### src/rtl/core/sfc_pkg.sv
// shared types, codes and frame helpers for the serial flash command sequencer
package sfc_pkg;

	localparam int ADDR_W = 24;
	localparam int AMT_W  = 13;
	localparam int IDX_W  = 13;
	localparam int LEN_W  = 14;

	localparam int FIFO_DEPTH = 4;
	localparam int FIFO_PTR_W = 2;
	localparam int FIFO_CNT_W = 3;

	localparam logic [7:0] OPC_WREN  = 8'h06;
	localparam logic [7:0] OPC_RDSR  = 8'h05;
	localparam logic [7:0] OPC_WRSR  = 8'h01;
	localparam logic [7:0] OPC_CE    = 8'hC7;
	localparam logic [7:0] OPC_SE    = 8'h20;
	localparam logic [7:0] OPC_BE    = 8'hD8;
	localparam logic [7:0] OPC_PP    = 8'h02;
	localparam logic [7:0] OPC_READ  = 8'h03;
	localparam logic [7:0] OPC_RDID  = 8'h9F;
	localparam logic [7:0] OPC_RSTEN = 8'h66;
	localparam logic [7:0] OPC_RST   = 8'h99;
	localparam logic [7:0] DUMMY     = 8'hFF;

	localparam logic [AMT_W-1:0] ERASE_CHIP   = 13'd0;
	localparam logic [AMT_W-1:0] ERASE_SECTOR = 13'd1;
	localparam logic [AMT_W-1:0] ERASE_BLOCK  = 13'd2;

	typedef enum logic [1:0] {
		REQ_OP   = 2'd0,
		REQ_PROG = 2'd1,
		REQ_RX   = 2'd2
	} req_kind_t;

	typedef enum logic [2:0] {
		OP_RDSR  = 3'd0,
		OP_WRSR  = 3'd1,
		OP_ERASE = 3'd2,
		OP_PROG  = 3'd3,
		OP_READ  = 3'd4,
		OP_RDID  = 3'd5,
		OP_RSTEN = 3'd6,
		OP_RST   = 3'd7
	} op_t;

	typedef enum logic [1:0] {
		KIND_TX   = 2'd0,
		KIND_RET  = 2'd1,
		KIND_DONE = 2'd2,
		KIND_REJ  = 2'd3
	} kind_t;

	typedef enum logic [3:0] {
		PH_IDLE      = 4'd0,
		PH_WREN      = 4'd1,
		PH_FRAME     = 4'd2,
		PH_PROG_WAIT = 4'd3,
		PH_POLL_CMD  = 4'd4,
		PH_POLL_DATA = 4'd5
	} phase_t;

	typedef struct packed {
		logic [1:0]        req_type;
		logic [2:0]        op;
		logic [ADDR_W-1:0] address;
		logic [AMT_W-1:0]  amount;
		logic [7:0]        data_byte;
	} req_t;

	typedef struct packed {
		logic [1:0] kind;
		logic [7:0] out_byte;
		logic       keep_select;
		logic       last;
	} res_t;

	// up to two result beats per processed item; b is only valid with a
	typedef struct packed {
		logic a_v;
		logic b_v;
		res_t a;
		res_t b;
	} push_t;

	function automatic res_t mk_res(input logic [1:0] kind, input logic [7:0] b,
			input logic keep);
		res_t r;
		r.kind        = kind;
		r.out_byte    = b;
		r.keep_select = keep;
		r.last        = 1'b0;
		return r;
	endfunction

	function automatic logic is_write_op(input logic [2:0] op);
		return (op == OP_WRSR) || (op == OP_ERASE) || (op == OP_PROG);
	endfunction

	function automatic logic [LEN_W-1:0] frame_len(input logic [2:0] op,
			input logic [AMT_W-1:0] amt, input logic [LEN_W-1:0] page_len);
		logic [LEN_W-1:0] len;
		case (op)
			OP_RDSR:  len = 14'd2;
			OP_WRSR:  len = 14'd2;
			OP_ERASE: len = (amt == ERASE_CHIP) ? 14'd1 : 14'd4;
			OP_PROG:  len = 14'd4 + page_len;
			OP_READ:  len = 14'd4 + {1'b0, amt};
			OP_RDID:  len = 14'd4;
			default:  len = 14'd1;
		endcase
		return len;
	endfunction

	function automatic logic [7:0] frame_byte(input logic [2:0] op,
			input logic [IDX_W-1:0] k, input logic [AMT_W-1:0] amt,
			input logic [ADDR_W-1:0] addr, input logic [7:0] status);
		logic [7:0] ab;
		logic [7:0] fb;
		case (k)
			13'd1:   ab = addr[23:16];
			13'd2:   ab = addr[15:8];
			13'd3:   ab = addr[7:0];
			default: ab = 8'h00;
		endcase
		case (op)
			OP_RDSR:  fb = (k == 13'd0) ? OPC_RDSR : DUMMY;
			OP_WRSR:  fb = (k == 13'd0) ? OPC_WRSR : status;
			OP_ERASE: begin
				if (k != 13'd0)
					fb = ab;
				else if (amt == ERASE_CHIP)
					fb = OPC_CE;
				else if (amt == ERASE_SECTOR)
					fb = OPC_SE;
				else
					fb = OPC_BE;
			end
			OP_PROG:  fb = (k == 13'd0) ? OPC_PP : ab;
			OP_READ:  fb = (k == 13'd0) ? OPC_READ : ((k <= 13'd3) ? ab : DUMMY);
			OP_RDID:  fb = (k == 13'd0) ? OPC_RDID : DUMMY;
			OP_RSTEN: fb = OPC_RSTEN;
			default:  fb = OPC_RST;
		endcase
		return fb;
	endfunction

	function automatic logic returns_data(input logic [2:0] op, input logic [IDX_W-1:0] k);
		logic r;
		case (op)
			OP_RDSR: r = (k >= 13'd1);
			OP_RDID: r = (k >= 13'd1);
			OP_READ: r = (k >= 13'd4);
			default: r = 1'b0;
		endcase
		return r;
	endfunction

endpackage

### src/rtl/core/sfc_req_if.sv
// request channel: operation requests, program bytes and received serial bytes
interface sfc_req_if;
	logic                       valid;
	logic                       ready;
	logic [1:0]                 req_type;
	logic [2:0]                 op;
	logic [sfc_pkg::ADDR_W-1:0] address;
	logic [sfc_pkg::AMT_W-1:0]  amount;
	logic [7:0]                 data_byte;

	modport source(output valid, req_type, op, address, amount, data_byte, input ready);
	modport sink(input valid, req_type, op, address, amount, data_byte, output ready);
endinterface

### src/rtl/core/sfc_res_if.sv
// result channel: transmit bytes, returned bytes and completion codes
interface sfc_res_if;
	logic       valid;
	logic       ready;
	logic [1:0] kind;
	logic [7:0] out_byte;
	logic       keep_select;
	logic       last;

	modport source(output valid, kind, out_byte, keep_select, last, input ready);
	modport sink(input valid, kind, out_byte, keep_select, last, output ready);
endinterface

### src/rtl/core/sfc_engine.sv
// command sequencing state and per-beat result generation
module sfc_engine #(
	parameter int SECTOR_SIZE = 4096,
	parameter int PAGE_BYTES  = 256
) (
	input  logic            clk,
	input  logic            arst_n,
	input  logic            go,
	input  sfc_pkg::req_t   item,
	input  logic            cfg_we,
	input  logic [7:0]      cfg_wdata,
	output sfc_pkg::push_t  push
);

	localparam logic [sfc_pkg::LEN_W-1:0] PageLen = PAGE_BYTES[sfc_pkg::LEN_W-1:0];
	localparam logic [16:0] SectorLim = SECTOR_SIZE[16:0];

	sfc_pkg::phase_t              phase_q, phase_d;
	logic [2:0]                   op_q, op_d;
	logic [sfc_pkg::IDX_W-1:0]    idx_q, idx_d;
	logic [sfc_pkg::ADDR_W-1:0]   addr_q, addr_d;
	logic [sfc_pkg::AMT_W-1:0]    amt_q, amt_d;
	logic [7:0]                   status_q, status_d;
	logic [7:0]                   mask_q;

	logic                         rej;
	logic                         new_write;
	logic                         cur_write;
	logic [sfc_pkg::LEN_W-1:0]    len_new;
	logic [sfc_pkg::LEN_W-1:0]    len_cur;
	logic [sfc_pkg::LEN_W-1:0]    idx_inc;
	logic [sfc_pkg::IDX_W-1:0]    idx_nxt;
	logic [sfc_pkg::LEN_W-1:0]    nxt_inc;
	logic                         more;
	logic                         ret;
	logic                         to_wait;
	logic                         busy;

	sfc_pkg::res_t                ra, rb, ret_res, sec;
	logic                         ra_v, rb_v, sec_v;

	always_comb begin
		rej = (phase_q != sfc_pkg::PH_IDLE)
			|| (item.op == sfc_pkg::OP_ERASE && item.amount > sfc_pkg::ERASE_BLOCK)
			|| (item.op == sfc_pkg::OP_READ
				&& (item.amount == '0 || {4'b0, item.amount} > SectorLim));
		new_write = sfc_pkg::is_write_op(item.op);
		cur_write = sfc_pkg::is_write_op(op_q);
		len_new   = sfc_pkg::frame_len(item.op, item.amount, PageLen);
		len_cur   = sfc_pkg::frame_len(op_q, amt_q, PageLen);
		// index wraps at its own width, the length compare does not
		idx_inc   = {1'b0, idx_q} + 14'd1;
		idx_nxt   = idx_inc[sfc_pkg::IDX_W-1:0];
		nxt_inc   = {1'b0, idx_nxt} + 14'd1;
		more      = idx_inc < len_cur;
		ret       = sfc_pkg::returns_data(op_q, idx_q);
		to_wait   = (op_q == sfc_pkg::OP_PROG) && (idx_nxt >= 13'd4);
		busy      = (item.data_byte & mask_q) != 8'h00;
	end

	// next state
	always_comb begin
		phase_d  = phase_q;
		op_d     = op_q;
		idx_d    = idx_q;
		addr_d   = addr_q;
		amt_d    = amt_q;
		status_d = status_q;
		if (go) begin
			case (item.req_type)
				sfc_pkg::REQ_OP: begin
					if (!rej) begin
						op_d   = item.op;
						addr_d = item.address;
						amt_d  = item.amount;
						idx_d  = '0;
						if (item.op == sfc_pkg::OP_WRSR)
							status_d = item.data_byte;
						phase_d = new_write ? sfc_pkg::PH_WREN : sfc_pkg::PH_FRAME;
					end
				end
				sfc_pkg::REQ_PROG: begin
					if (phase_q == sfc_pkg::PH_PROG_WAIT)
						phase_d = sfc_pkg::PH_FRAME;
				end
				sfc_pkg::REQ_RX: begin
					case (phase_q)
						sfc_pkg::PH_WREN: begin
							phase_d = sfc_pkg::PH_FRAME;
							idx_d   = '0;
						end
						sfc_pkg::PH_FRAME: begin
							if (ret && op_q == sfc_pkg::OP_RDSR)
								status_d = item.data_byte;
							if (more) begin
								idx_d = idx_nxt;
								if (to_wait)
									phase_d = sfc_pkg::PH_PROG_WAIT;
							end else begin
								phase_d = cur_write ? sfc_pkg::PH_POLL_CMD : sfc_pkg::PH_IDLE;
							end
						end
						sfc_pkg::PH_POLL_CMD: phase_d = sfc_pkg::PH_POLL_DATA;
						sfc_pkg::PH_POLL_DATA: begin
							status_d = item.data_byte;
							phase_d  = busy ? sfc_pkg::PH_POLL_CMD : sfc_pkg::PH_IDLE;
						end
						default: ;
					endcase
				end
				default: ;
			endcase
		end
	end

	// result beats
	always_comb begin
		ra      = sfc_pkg::mk_res(sfc_pkg::KIND_TX, 8'h00, 1'b0);
		rb      = ra;
		ra_v    = 1'b0;
		rb_v    = 1'b0;
		ret_res = sfc_pkg::mk_res(sfc_pkg::KIND_RET, item.data_byte, 1'b0);
		sec_v   = 1'b1;
		if (more) begin
			if (to_wait)
				sec_v = 1'b0;
			sec = sfc_pkg::mk_res(sfc_pkg::KIND_TX,
				sfc_pkg::frame_byte(op_q, idx_nxt, amt_q, addr_q, status_q),
				nxt_inc < len_cur);
		end else if (cur_write) begin
			sec = sfc_pkg::mk_res(sfc_pkg::KIND_TX, sfc_pkg::OPC_RDSR, 1'b1);
		end else begin
			sec = sfc_pkg::mk_res(sfc_pkg::KIND_DONE, 8'h00, 1'b0);
		end

		if (go) begin
			case (item.req_type)
				sfc_pkg::REQ_OP: begin
					ra_v = 1'b1;
					if (rej)
						ra = sfc_pkg::mk_res(sfc_pkg::KIND_REJ, 8'h00, 1'b0);
					else if (new_write)
						ra = sfc_pkg::mk_res(sfc_pkg::KIND_TX, sfc_pkg::OPC_WREN, 1'b0);
					else
						ra = sfc_pkg::mk_res(sfc_pkg::KIND_TX,
							sfc_pkg::frame_byte(item.op, '0, item.amount, item.address,
								status_q),
							len_new > 14'd1);
				end
				sfc_pkg::REQ_PROG: begin
					if (phase_q == sfc_pkg::PH_PROG_WAIT) begin
						ra_v = 1'b1;
						ra   = sfc_pkg::mk_res(sfc_pkg::KIND_TX, item.data_byte, more);
					end
				end
				sfc_pkg::REQ_RX: begin
					case (phase_q)
						sfc_pkg::PH_WREN: begin
							ra_v = 1'b1;
							ra   = sfc_pkg::mk_res(sfc_pkg::KIND_TX,
								sfc_pkg::frame_byte(op_q, '0, amt_q, addr_q, status_q),
								len_cur > 14'd1);
						end
						sfc_pkg::PH_FRAME: begin
							if (ret) begin
								ra_v = 1'b1;
								ra   = ret_res;
								rb_v = sec_v;
								rb   = sec;
							end else begin
								ra_v = sec_v;
								ra   = sec;
							end
						end
						sfc_pkg::PH_POLL_CMD: begin
							ra_v = 1'b1;
							ra   = sfc_pkg::mk_res(sfc_pkg::KIND_TX, sfc_pkg::DUMMY, 1'b0);
						end
						sfc_pkg::PH_POLL_DATA: begin
							ra_v = 1'b1;
							if (busy)
								ra = sfc_pkg::mk_res(sfc_pkg::KIND_TX, sfc_pkg::OPC_RDSR, 1'b1);
							else
								ra = sfc_pkg::mk_res(sfc_pkg::KIND_DONE, item.data_byte, 1'b0);
						end
						default: ;
					endcase
				end
				default: ;
			endcase
		end

		if (rb_v)
			rb.last = 1'b1;
		else if (ra_v)
			ra.last = 1'b1;

		push.a_v = ra_v;
		push.b_v = rb_v;
		push.a   = ra;
		push.b   = rb;
	end

	always_ff @(posedge clk or negedge arst_n) begin
		if (!arst_n) begin
			phase_q  <= sfc_pkg::PH_IDLE;
			op_q     <= '0;
			idx_q    <= '0;
			addr_q   <= '0;
			amt_q    <= '0;
			status_q <= '0;
			mask_q   <= 8'h01;
		end else begin
			phase_q  <= phase_d;
			op_q     <= op_d;
			idx_q    <= idx_d;
			addr_q   <= addr_d;
			amt_q    <= amt_d;
			status_q <= status_d;
			if (cfg_we)
				mask_q <= cfg_wdata;
		end
	end

endmodule

### src/rtl/core/sfc_out_fifo.sv
// four-entry result queue taking up to two beats and giving one per cycle while the result side is ready
module sfc_out_fifo (
	input  logic           clk,
	input  logic           arst_n,
	input  sfc_pkg::push_t push,
	output logic           room,
	sfc_res_if.source      res
);

	sfc_pkg::res_t                  mem_q [sfc_pkg::FIFO_DEPTH];
	logic [sfc_pkg::FIFO_PTR_W-1:0] wr_q, rd_q;
	logic [sfc_pkg::FIFO_CNT_W-1:0] cnt_q;
	logic                           pop;
	sfc_pkg::res_t                  head;

	assign room = cnt_q <= 3'd2;
	assign pop  = res.valid && res.ready;
	assign head = mem_q[rd_q];

	assign res.valid       = cnt_q != '0;
	assign res.kind        = head.kind;
	assign res.out_byte    = head.out_byte;
	assign res.keep_select = head.keep_select;
	assign res.last        = head.last;

	always_ff @(posedge clk) begin
		if (push.a_v)
			mem_q[wr_q] <= push.a;
		if (push.b_v)
			mem_q[wr_q + 2'd1] <= push.b;
	end

	always_ff @(posedge clk or negedge arst_n) begin
		if (!arst_n) begin
			wr_q  <= '0;
			rd_q  <= '0;
			cnt_q <= '0;
		end else begin
			wr_q  <= wr_q + {1'b0, push.a_v} + {1'b0, push.b_v};
			rd_q  <= rd_q + {1'b0, pop};
			cnt_q <= cnt_q + {2'b0, push.a_v} + {2'b0, push.b_v} - {2'b0, pop};
		end
	end

endmodule

### src/rtl/core/spi_nor_flash_command_sequencer_top.sv
// top level of the serial nor flash command sequencer
// Takes operation requests, program data bytes and received serial bytes on the req
// channel and hands out transmit bytes (with a keep-select mark), returned data bytes
// and done or reject codes on the res channel. Every transmit beat must be answered by
// one received-byte request before the sequence moves on; write operations send write
// enable first and poll status until (status & busy_mask) is zero. One request is
// taken per cycle while the result queue has room for two beats; each request
// produces zero, one or two result beats, so sustained rate is one request per cycle
// when each request yields at most one beat and the result side takes one beat per
// cycle. A request passes through one input register, then the sequencing logic writes
// its result beats into the four-entry result queue.
module spi_nor_flash_command_sequencer_top #(
	parameter int SECTOR_SIZE = 4096,
	parameter int PAGE_BYTES  = 256
) (
	input  logic       clk,
	input  logic       arst_n,
	sfc_req_if.sink    req,
	sfc_res_if.source  res,
	input  logic       cfg_we,
	input  logic [7:0] cfg_wdata
);

	logic           valid_s1;
	sfc_pkg::req_t  item_s1;
	logic           room;
	logic           go;
	logic           accept;
	sfc_pkg::push_t push;

	assign go        = valid_s1 && room;
	assign req.ready = !valid_s1 || room;
	assign accept    = req.valid && req.ready;

	always_ff @(posedge clk or negedge arst_n) begin
		if (!arst_n)
			valid_s1 <= 1'b0;
		else if (accept)
			valid_s1 <= 1'b1;
		else if (go)
			valid_s1 <= 1'b0;
	end

	always_ff @(posedge clk) begin
		if (accept) begin
			item_s1.req_type  <= req.req_type;
			item_s1.op        <= req.op;
			item_s1.address   <= req.address;
			item_s1.amount    <= req.amount;
			item_s1.data_byte <= req.data_byte;
		end
	end

	sfc_engine #(
		.SECTOR_SIZE(SECTOR_SIZE),
		.PAGE_BYTES (PAGE_BYTES)
	) u_engine (
		.clk      (clk),
		.arst_n   (arst_n),
		.go       (go),
		.item     (item_s1),
		.cfg_we   (cfg_we),
		.cfg_wdata(cfg_wdata),
		.push     (push)
	);

	sfc_out_fifo u_out_fifo (
		.clk   (clk),
		.arst_n(arst_n),
		.push  (push),
		.room  (room),
		.res   (res)
	);

endmodule

### src/flat_wrapper.sv
// flat-port wrapper written by rule: the top's interface ports become plain ports
module spi_nor_flash_command_sequencer_top_flat 
#(
	parameter int SECTOR_SIZE = 4096,
	parameter int PAGE_BYTES  = 256
)
  (clk, arst_n, cfg_we, cfg_wdata, req_valid, req_req_type, req_op, req_address, req_amount, req_data_byte, req_ready, res_valid, res_kind, res_out_byte, res_keep_select, res_last, res_ready);
  sfc_req_if req_i ();
  sfc_res_if res_i ();
  input  logic clk;
  input  logic arst_n;
  input  logic cfg_we;
  input  logic [7:0] cfg_wdata;
  input wire logic [$bits(req_i.valid)-1:0] req_valid;
  input wire logic [$bits(req_i.req_type)-1:0] req_req_type;
  input wire logic [$bits(req_i.op)-1:0] req_op;
  input wire logic [$bits(req_i.address)-1:0] req_address;
  input wire logic [$bits(req_i.amount)-1:0] req_amount;
  input wire logic [$bits(req_i.data_byte)-1:0] req_data_byte;
  output wire logic [$bits(req_i.ready)-1:0] req_ready;
  output wire logic [$bits(res_i.valid)-1:0] res_valid;
  output wire logic [$bits(res_i.kind)-1:0] res_kind;
  output wire logic [$bits(res_i.out_byte)-1:0] res_out_byte;
  output wire logic [$bits(res_i.keep_select)-1:0] res_keep_select;
  output wire logic [$bits(res_i.last)-1:0] res_last;
  input wire logic [$bits(res_i.ready)-1:0] res_ready;
  assign req_i.valid = req_valid;
  assign req_i.req_type = req_req_type;
  assign req_i.op = req_op;
  assign req_i.address = req_address;
  assign req_i.amount = req_amount;
  assign req_i.data_byte = req_data_byte;
  assign req_ready = req_i.ready;
  assign res_valid = res_i.valid;
  assign res_kind = res_i.kind;
  assign res_out_byte = res_i.out_byte;
  assign res_keep_select = res_i.keep_select;
  assign res_last = res_i.last;
  assign res_i.ready = res_ready;
  spi_nor_flash_command_sequencer_top #(.SECTOR_SIZE(SECTOR_SIZE), .PAGE_BYTES(PAGE_BYTES)) u_core (.clk(clk), .arst_n(arst_n), .req(req_i), .res(res_i), .cfg_we(cfg_we), .cfg_wdata(cfg_wdata));
endmodule
### config.mk
export PLATFORM = sky130hd
export DESIGN_NAME = spi_nor_flash_command_sequencer_top_flat
export DESIGN_NICKNAME = d
export VERILOG_FILES = /design/src/rtl/core/sfc_pkg.sv /design/src/rtl/core/sfc_req_if.sv /design/src/rtl/core/sfc_res_if.sv /design/src/rtl/core/sfc_engine.sv /design/src/rtl/core/sfc_out_fifo.sv /design/src/rtl/core/spi_nor_flash_command_sequencer_top.sv /design/src/flat_wrapper.sv
export SDC_FILE = /design/constraint.sdc
export NUM_CORES = 1
export LEC_CHECK = 0
export ABC_AREA = 1
export BUFFER_PORTS_ARGS = -buffer_cell sky130_fd_sc_hd__buf_4
export CAP_MARGIN = 20
export CORE_ASPECT_RATIO = 1.5
export CORE_MARGIN = 3
export CORE_UTILIZATION = 55
export DETAILED_ROUTE_END_ITERATION = 10
export PLACE_DENSITY = 0.86
export SLEW_MARGIN = 20
export SYNTH_ARGS = -nofsm -noshare
export SYNTH_HDL_FRONTEND = slang
export SYNTH_HIERARCHICAL = 1
export SYNTH_SLANG_ARGS = --single-unit
### constraint.sdc
create_clock -name clk -period 5.35 [get_ports clk]
set_clock_uncertainty 0.2 [all_clocks]
set_input_delay 0.535 -clock clk [delete_from_list [all_inputs] [get_ports clk]]
set_output_delay 0.535 -clock clk [all_outputs]
set_load 0.05 [all_outputs]
==> results of run 1 <==
-- power breakdown --
group / switching (W) / leakage (nW) / internal, W
combinational: 0.00187 / 3.67 / 0.000844
sequential: 0.000332 / 1.92 / 0.00186
clock: 0.000530 / 0.264 / 0.000689
-- cells in the mapped netlist (all sizes together) (2+ instances only) --
library cell  number
edfxtp            98
or2                3
fa                 3
dfrtp             79
a31oi              2
o21ai             94
a22oi              3
clkinv             4
inv              202
buf               31
o211ai             6
xnor2              3
nand3            138
nand3b             2
nor2             102
a221oi             2
o22ai              3
nor3              19
xor2               9
nand4             40
a2111oi            2
nor4               9
nand2            382
mux2              28
ha                43
a211oi             6
clkbuf            18
a21oi             57
-- registers in the layout, summed over array words and instances, names as in the netlist --
| signal | flops |
|---|---|
| u_core/item_s1 | 50 |
| u_core/u_engine/addr_q | 24 |
| u_core/u_engine/amt_q | 13 |
| u_core/u_engine/idx_q | 13 |
| u_core/u_engine/mask_q | 8 |
| u_core/u_engine/op_q | 3 |
| u_core/u_engine/phase_q | 3 |
| u_core/u_engine/status_q | 8 |
| u_core/u_out_fifo/cnt_q | 3 |
| u_core/u_out_fifo/mem_q | 48 |
| u_core/u_out_fifo/rd_q | 2 |
| u_core/u_out_fifo/wr_q | 2 |
| u_core/valid_s1 | 1 |
-- per-layer routing --
layer | track usage, % | vias to the layer above | share of wire (%) | wire length, um
met2 | 47.11 | 468 | 53 | 15000
met3 | 3.977 | 96 | 5.4 | 1528
met5 | 0 | - | 0 | 0
met1 | 30.35 | 4595 | 37 | 10680
met4 | 13.09 | 0 | 4.6 | 1318
li1 | - | 4723 | - | -
-- critical path, delay by kind of cell, from the launching register on --
family          cells  cell delay (ns)
xor+xnor            1             0.14
buf+inv             3             0.25
fa+ha+maj           4             1.26
simple gates       11             1.62
compound gates      6             0.87
flops               1             0.42
-- what timing repair did --
item,CTS,global route
hold endpoints to repair,25,0
endpoints found under the setup margin,0,0
hold buffers,1,0
-- kinds of logic after synthesis --
group | after synthesis | synth area share, %
other | 1 | 0.03341
xor gates and xnor gates | 12 | 0.9365
muxes | 28 | 2.809
DFF | 178 | 44.07
adders and majority gates | 46 | 5.329
and+or+nand+nor | 697 | 28.10
AOI/OAI and AO/OA | 182 | 9.153
buffers and inverters | 255 | 9.565
-- per-stage QoR --
| stage | cells | util [%] | setup WS, ns |
|---|---|---|---|
| global route | 1725 | 62.59 | 0.003669 |
| floorplan | 1399 | - | 1.092 |
| finish | 1725 | 62.59 | 0.4823 |
| detailed placement | 1691 | 59.56 | 0.5546 |
| global placement | 1691 | 59.56 | 0.7047 |
| CTS | 1724 | 62.46 | 0.5262 |
-- cell type report --
type	instances	share of cell area [%]
Multi-Input combinational cell	966	41.86
Sequential cell	178	39.62
Inverter	206	6.194
Timing Repair Buffer	83	5.172
Clock buffer	20	3.498
Tap cell	260	2.606
Clock inverter	12	1.052
-- path summary, 6_finish.rpt --
check,start,to,cells past startpoint
hold reg to reg,u_core/item_s1[25],u_core/u_engine/addr_q[4],1
setup reg to reg,u_core/u_engine/amt_q[2],u_core/u_out_fifo/cnt_q[2],25
setup / recovery,u_core/u_engine/amt_q[2],u_core/u_out_fifo/cnt_q[2],25
hold / removal,req_op[1],u_core/item_s1[46],1
min in group asynchronous,arst_n,u_core/u_out_fifo/rd_q[1],2
max in group asynchronous,arst_n,u_core/u_engine/amt_q[4],3
==> qor.txt, run 1 <==
WP data arrival = 4.99 ns
leading cell types in the layout, fill and taps excluded = 367 x nand2_1, 196 x inv_1, 132 x nand3_1, 98 x edfxtp_1, 91 x o21ai_0
Worst-path clk slew = 0.06 ns
final WL = 28520 um
layout cells sized above 1 = 13.31%
average size of a mapped cell = 8.022 um^2
worst setup path class = reg2reg
min Tclk post-route = 4.868 ns
Max Cap Viol = 0
fill count = 1682
Net Count, Synth = 1508
Cells after Synth = 1399
CP max FO = 8
post_cts resized = 0
multi-input logic area = 5225 um^2
DR iter-0 viols = 992
critical path's largest stage delay = 0.42 ns
vias in the first global route = 9685
Nets = 1561
commonest non-fill, non-tap cell in the layout = nand2_1
gpl congestion = 0.9028
ant diodes = 0
type of origin of the critical path = register
post-detail-place hpwl = 21090 um
die footprint = 22190 um^2
FF+latch area = 4946 um^2
RSZ-0062 raised after global routing = false
Pre-Repair DR Iteration Count = 10
Synth async-reset ratio = 44.94%
Post-CTS Setup Repair Bufs = 0
Initial Util = 56.28%
Peak VDD IR = 0.3466 mV
row cnt = 63
largest net degree at the start of global routing = 57
PD cells = 490.7 nW/um^2
Clock Path Buffers = 2
Final Power = 0.006126 W
DRC = 0
Req. time, crit path = 5.48 ns
Clock Latency Late Sink = 0.44 ns
Crit. End Element = register
Max Fclk = 205.4 MHz
initial antenna violation count = 0
CTS buffer count = 17
status = completed
share of the synthesized area in the top cell type = 26.22%
core area = 19940 um^2
FF+latch count, synth = 178
CTS Sinks = 178
area leader, netlist = edfxtp_1
DP Area = 11880 um^2
vias per cell = 5.729
worst hold path class = in2reg
IO Port Bufs = 76
Global Route Usage Sum = 26.43%
antenna viol nets, final = 0
leakage power = 5.851 nW
worst relative slew slack = 28.42%
total number of vias = 9882
Congestion Overflow GR = 0
Synth-to-Final Area Change = 11.23%
first-pass GRT wire length = 46510 um
synthesis warning total = 6
mapped cell area = 11220 um^2
Synth Flop Type = edfxtp_1
Final period util = 90.99%
Root Buffer = clkbuf_16
CTS tree = built
Hold Fails Final Rpt = 0
TNS Setup = 0 ns
Least-Margin Pin Slew = 1.073 ns
post-route cell area = 12480 um^2
Final Slew Violations = 0
Slowest-stage cell, CP = dfrtp_1
number of flops mapped to enable cells by yosys = 98
Die H = 181.0 um
Synth cell types = 57
I/O Pins = 77
drt wl/cell = 16.54 um
Chip Width = 122.6 um
ranking of synthesized cells by area = edfxtp_1 26%, dfrtp_1 18%, nand2_1 12%
Fin Hold WS = 0.06803 ns
Final setup viols = 0
reg-to-reg slack, setup = 0.48 ns
# H-tree levels = 4
post-synthesis sequential area ratio = 44.07%
(Power assumes the default switching activity.)
==> run 2: changes to the inputs <==
Settings changed: CTS_BUF_LIST set to sky130_fd_sc_hd__clkbuf_8, HOLD_SLACK_MARGIN set to 0.03.
==> qor.txt, run 2 (same netlist as run 1, synthesis figures left out) <==
R2R Path End = u_core/u_out_fifo/cnt_q[2] (unchanged)
Clock Latency Late Sink = 0.49 ns (was 0.44 ns)
critical path's largest stage delay = 0.42 ns (about the same)
Peak VDD IR = 0.2710 mV (was 0.3466 mV)
Nets = 1610 (was 1561)
Final setup viols = 0 (unchanged)
Max Cap Viol = 0 (unchanged)
CP bufs+invs = 3 (unchanged)
CTS Sinks = 178 (unchanged)
drt wl/cell = 16.67 um (was 16.54 um)
top flop regs = u_core/item_s1 x50, u_core/u_out_fifo/mem_q x48, u_core/u_engine/addr_q x24 (unchanged)
largest net degree at the start of global routing = 57 (unchanged)
Slowest-stage cell, CP = dfrtp_1 (unchanged)
leading cell types in the layout, fill and taps excluded = 367 x nand2_1, 199 x inv_1, 132 x nand3_1, 98 x edfxtp_1, 90 x o21ai_0 (was 367 x nand2_1, 196 x inv_1, 132 x nand3_1, 98 x edfxtp_1, 91 x o21ai_0)
row cnt = 63 (unchanged)
Req. time, crit path = 5.53 ns (was 5.48 ns)
DRC = 0 (unchanged)
vias per cell = 5.651 (was 5.729)
vias in the first global route = 10020 (was 9685)
die footprint = 22190 um^2 (unchanged)
final WL = 29580 um (was 28520 um)
commonest non-fill, non-tap cell in the layout = nand2_1 (unchanged)
# H-tree levels = 4 (unchanged)
Max Fclk = 205.3 MHz (was 205.4 MHz)
register name with the most flops = u_core/item_s1 (unchanged)
worst setup path class = reg2reg (unchanged)
Congestion Overflow GR = 0 (unchanged)
Hold Fails Final Rpt = 0 (unchanged)
worst r2r src = u_core/u_engine/amt_q[2] (unchanged)
R2R depth = 25 (unchanged)
min Tclk post-route = 4.871 ns (was 4.868 ns)
status = completed (unchanged)
CTS buffer count = 17 (unchanged)
Die H = 181.0 um (unchanged)
type of origin of the critical path = register (unchanged)
CTS tree = built (unchanged)
Least-Margin Pin Slew = 1.049 ns (was 1.073 ns)
CP max FO = 8 (unchanged)
Synth-to-Final Area Change = 13.78% (was 11.23%)
reg-to-reg slack, setup = 0.48 ns (about the same)
Fin Hold WS = 0.04870 ns (was 0.06803 ns)
Chip Width = 122.6 um (unchanged)
post-detail-place hpwl = 21090 um (unchanged)
first-pass GRT wire length = 48650 um (was 46510 um)
antenna viol nets, final = 0 (unchanged)
initial antenna violation count = 0 (unchanged)
TNS Setup = 0 ns (unchanged)
layout cells sized above 1 = 12.81% (was 13.31%)
Final Slew Violations = 0 (unchanged)
DR iter-0 viols = 1011 (was 992)
WHS Path Cells = 3 (was 1)
Worst path top cell family by delay = simple AND/OR/NAND/NOR gates (unchanged)
max FFs per register = 50 (unchanged)
core area = 19940 um^2 (unchanged)
Global Route Usage Sum = 27.69% (was 26.43%)
Pre-Repair DR Iteration Count = 5 (was 10)
I/O Pins = 77 (unchanged)
WP data arrival = 5.05 ns (was 4.99 ns)
Worst-path clk slew = 0.09 ns (was 0.06 ns)
Final period util = 91.06% (was 90.99%)
total number of vias = 10020 (was 9882)
IO Port Bufs = 76 (unchanged)
ant diodes = 0 (unchanged)
worst relative slew slack = 30.00% (was 28.42%)
worst-case hold path end point = u_core/u_engine/mask_q[7] (was u_core/item_s1[46])
RSZ-0062 raised after global routing = false (unchanged)
worst hold path class = in2reg (unchanged)
gpl congestion = 0.9028 (unchanged)
Finished Core Util = 64.03% (was 62.59%)
leakage power = 5.982 nW (was 5.851 nW)
Final Power = 0.005862 W (was 0.006126 W)
fill count = 1624 (was 1682)
Post-CTS Setup Repair Bufs = 0 (unchanged)
Initial Util = 56.28% (unchanged)
Crit. End Element = register (unchanged)
Root Buffer = clkbuf_8 (was clkbuf_16)
Clock Path Buffers = 2 (unchanged)
PD cells = 459.1 nW/um^2 (was 490.7 nW/um^2)
hold wc startpoint = cfg_wdata[7] (was req_op[1])
-- run 2: routing by layer --
layer	vias to the layer above	track usage, %	share of wire [%]
li1	4820	-	-
met1	4712	31.61	38
met4	0	14.22	4.1
met3	80	4.103	5.2
met5	-	0	0
met2	412	49.36	53
-- run 2: how the worst max path moves through the flow --
stage,from,to,slack (ns),cells after the start
after floorplan,u_core/u_engine/amt_q[2],u_core/u_out_fifo/cnt_q[2],1.09,26
after global placement,u_core/u_engine/amt_q[2],u_core/u_out_fifo/cnt_q[2],0.70,24
after detailed placement,u_core/u_engine/amt_q[2],u_core/u_out_fifo/cnt_q[2],0.55,25
after CTS,u_core/u_engine/amt_q[2],u_core/u_out_fifo/cnt_q[2],0.52,25
after global routing,u_core/u_engine/amt_q[2],u_core/u_out_fifo/cnt_q[2],0.01,25
final,u_core/u_engine/amt_q[2],u_core/u_out_fifo/cnt_q[2],0.48,25
-- run 2: cell type report --
| class | count | area [um^2] | area share [%] |
|---|---|---|---|
| clock inverter | 15 | 142.6 | 1.117 |
| clock buffer | 17 | 234.0 | 1.832 |
| tap | 260 | 325.3 | 2.548 |
| timing repair buffer | 132 | 1119 | 8.760 |
| multi-input combinational | 966 | 5230 | 40.96 |
| sequential | 178 | 4946 | 38.73 |
| inverter | 206 | 773.2 | 6.055 |
-- run 2: report_power, final --
part           internal [W]  switching [W]  total, W
registers           0.00185       0.000336   0.00219
clock network      0.000410       0.000504  0.000914
logic              0.000865        0.00189   0.00276
-- run 2: tightest hold or removal path: stages --
cell and delay, ns:
buf_4 0.07, nand2_1 0.03, o21ai_0 0.06
-- run 2: timing repair --
action	CTS	global route
endpoints found under the hold margin	74	1
endpoints found under the setup margin	0	1
resized for setup	0	1
hold buffers	50	1
-- run 2: metrics by stage --
step	instance area (um^2)	setup slack, ns	instances
floorplan	11220	1.092	1399
global placement	11880	0.7047	1691
detailed placement	11880	0.5546	1691
CTS	12750	0.5241	1773
global route	12770	0.01254	1774
finish	12770	0.4785	1774
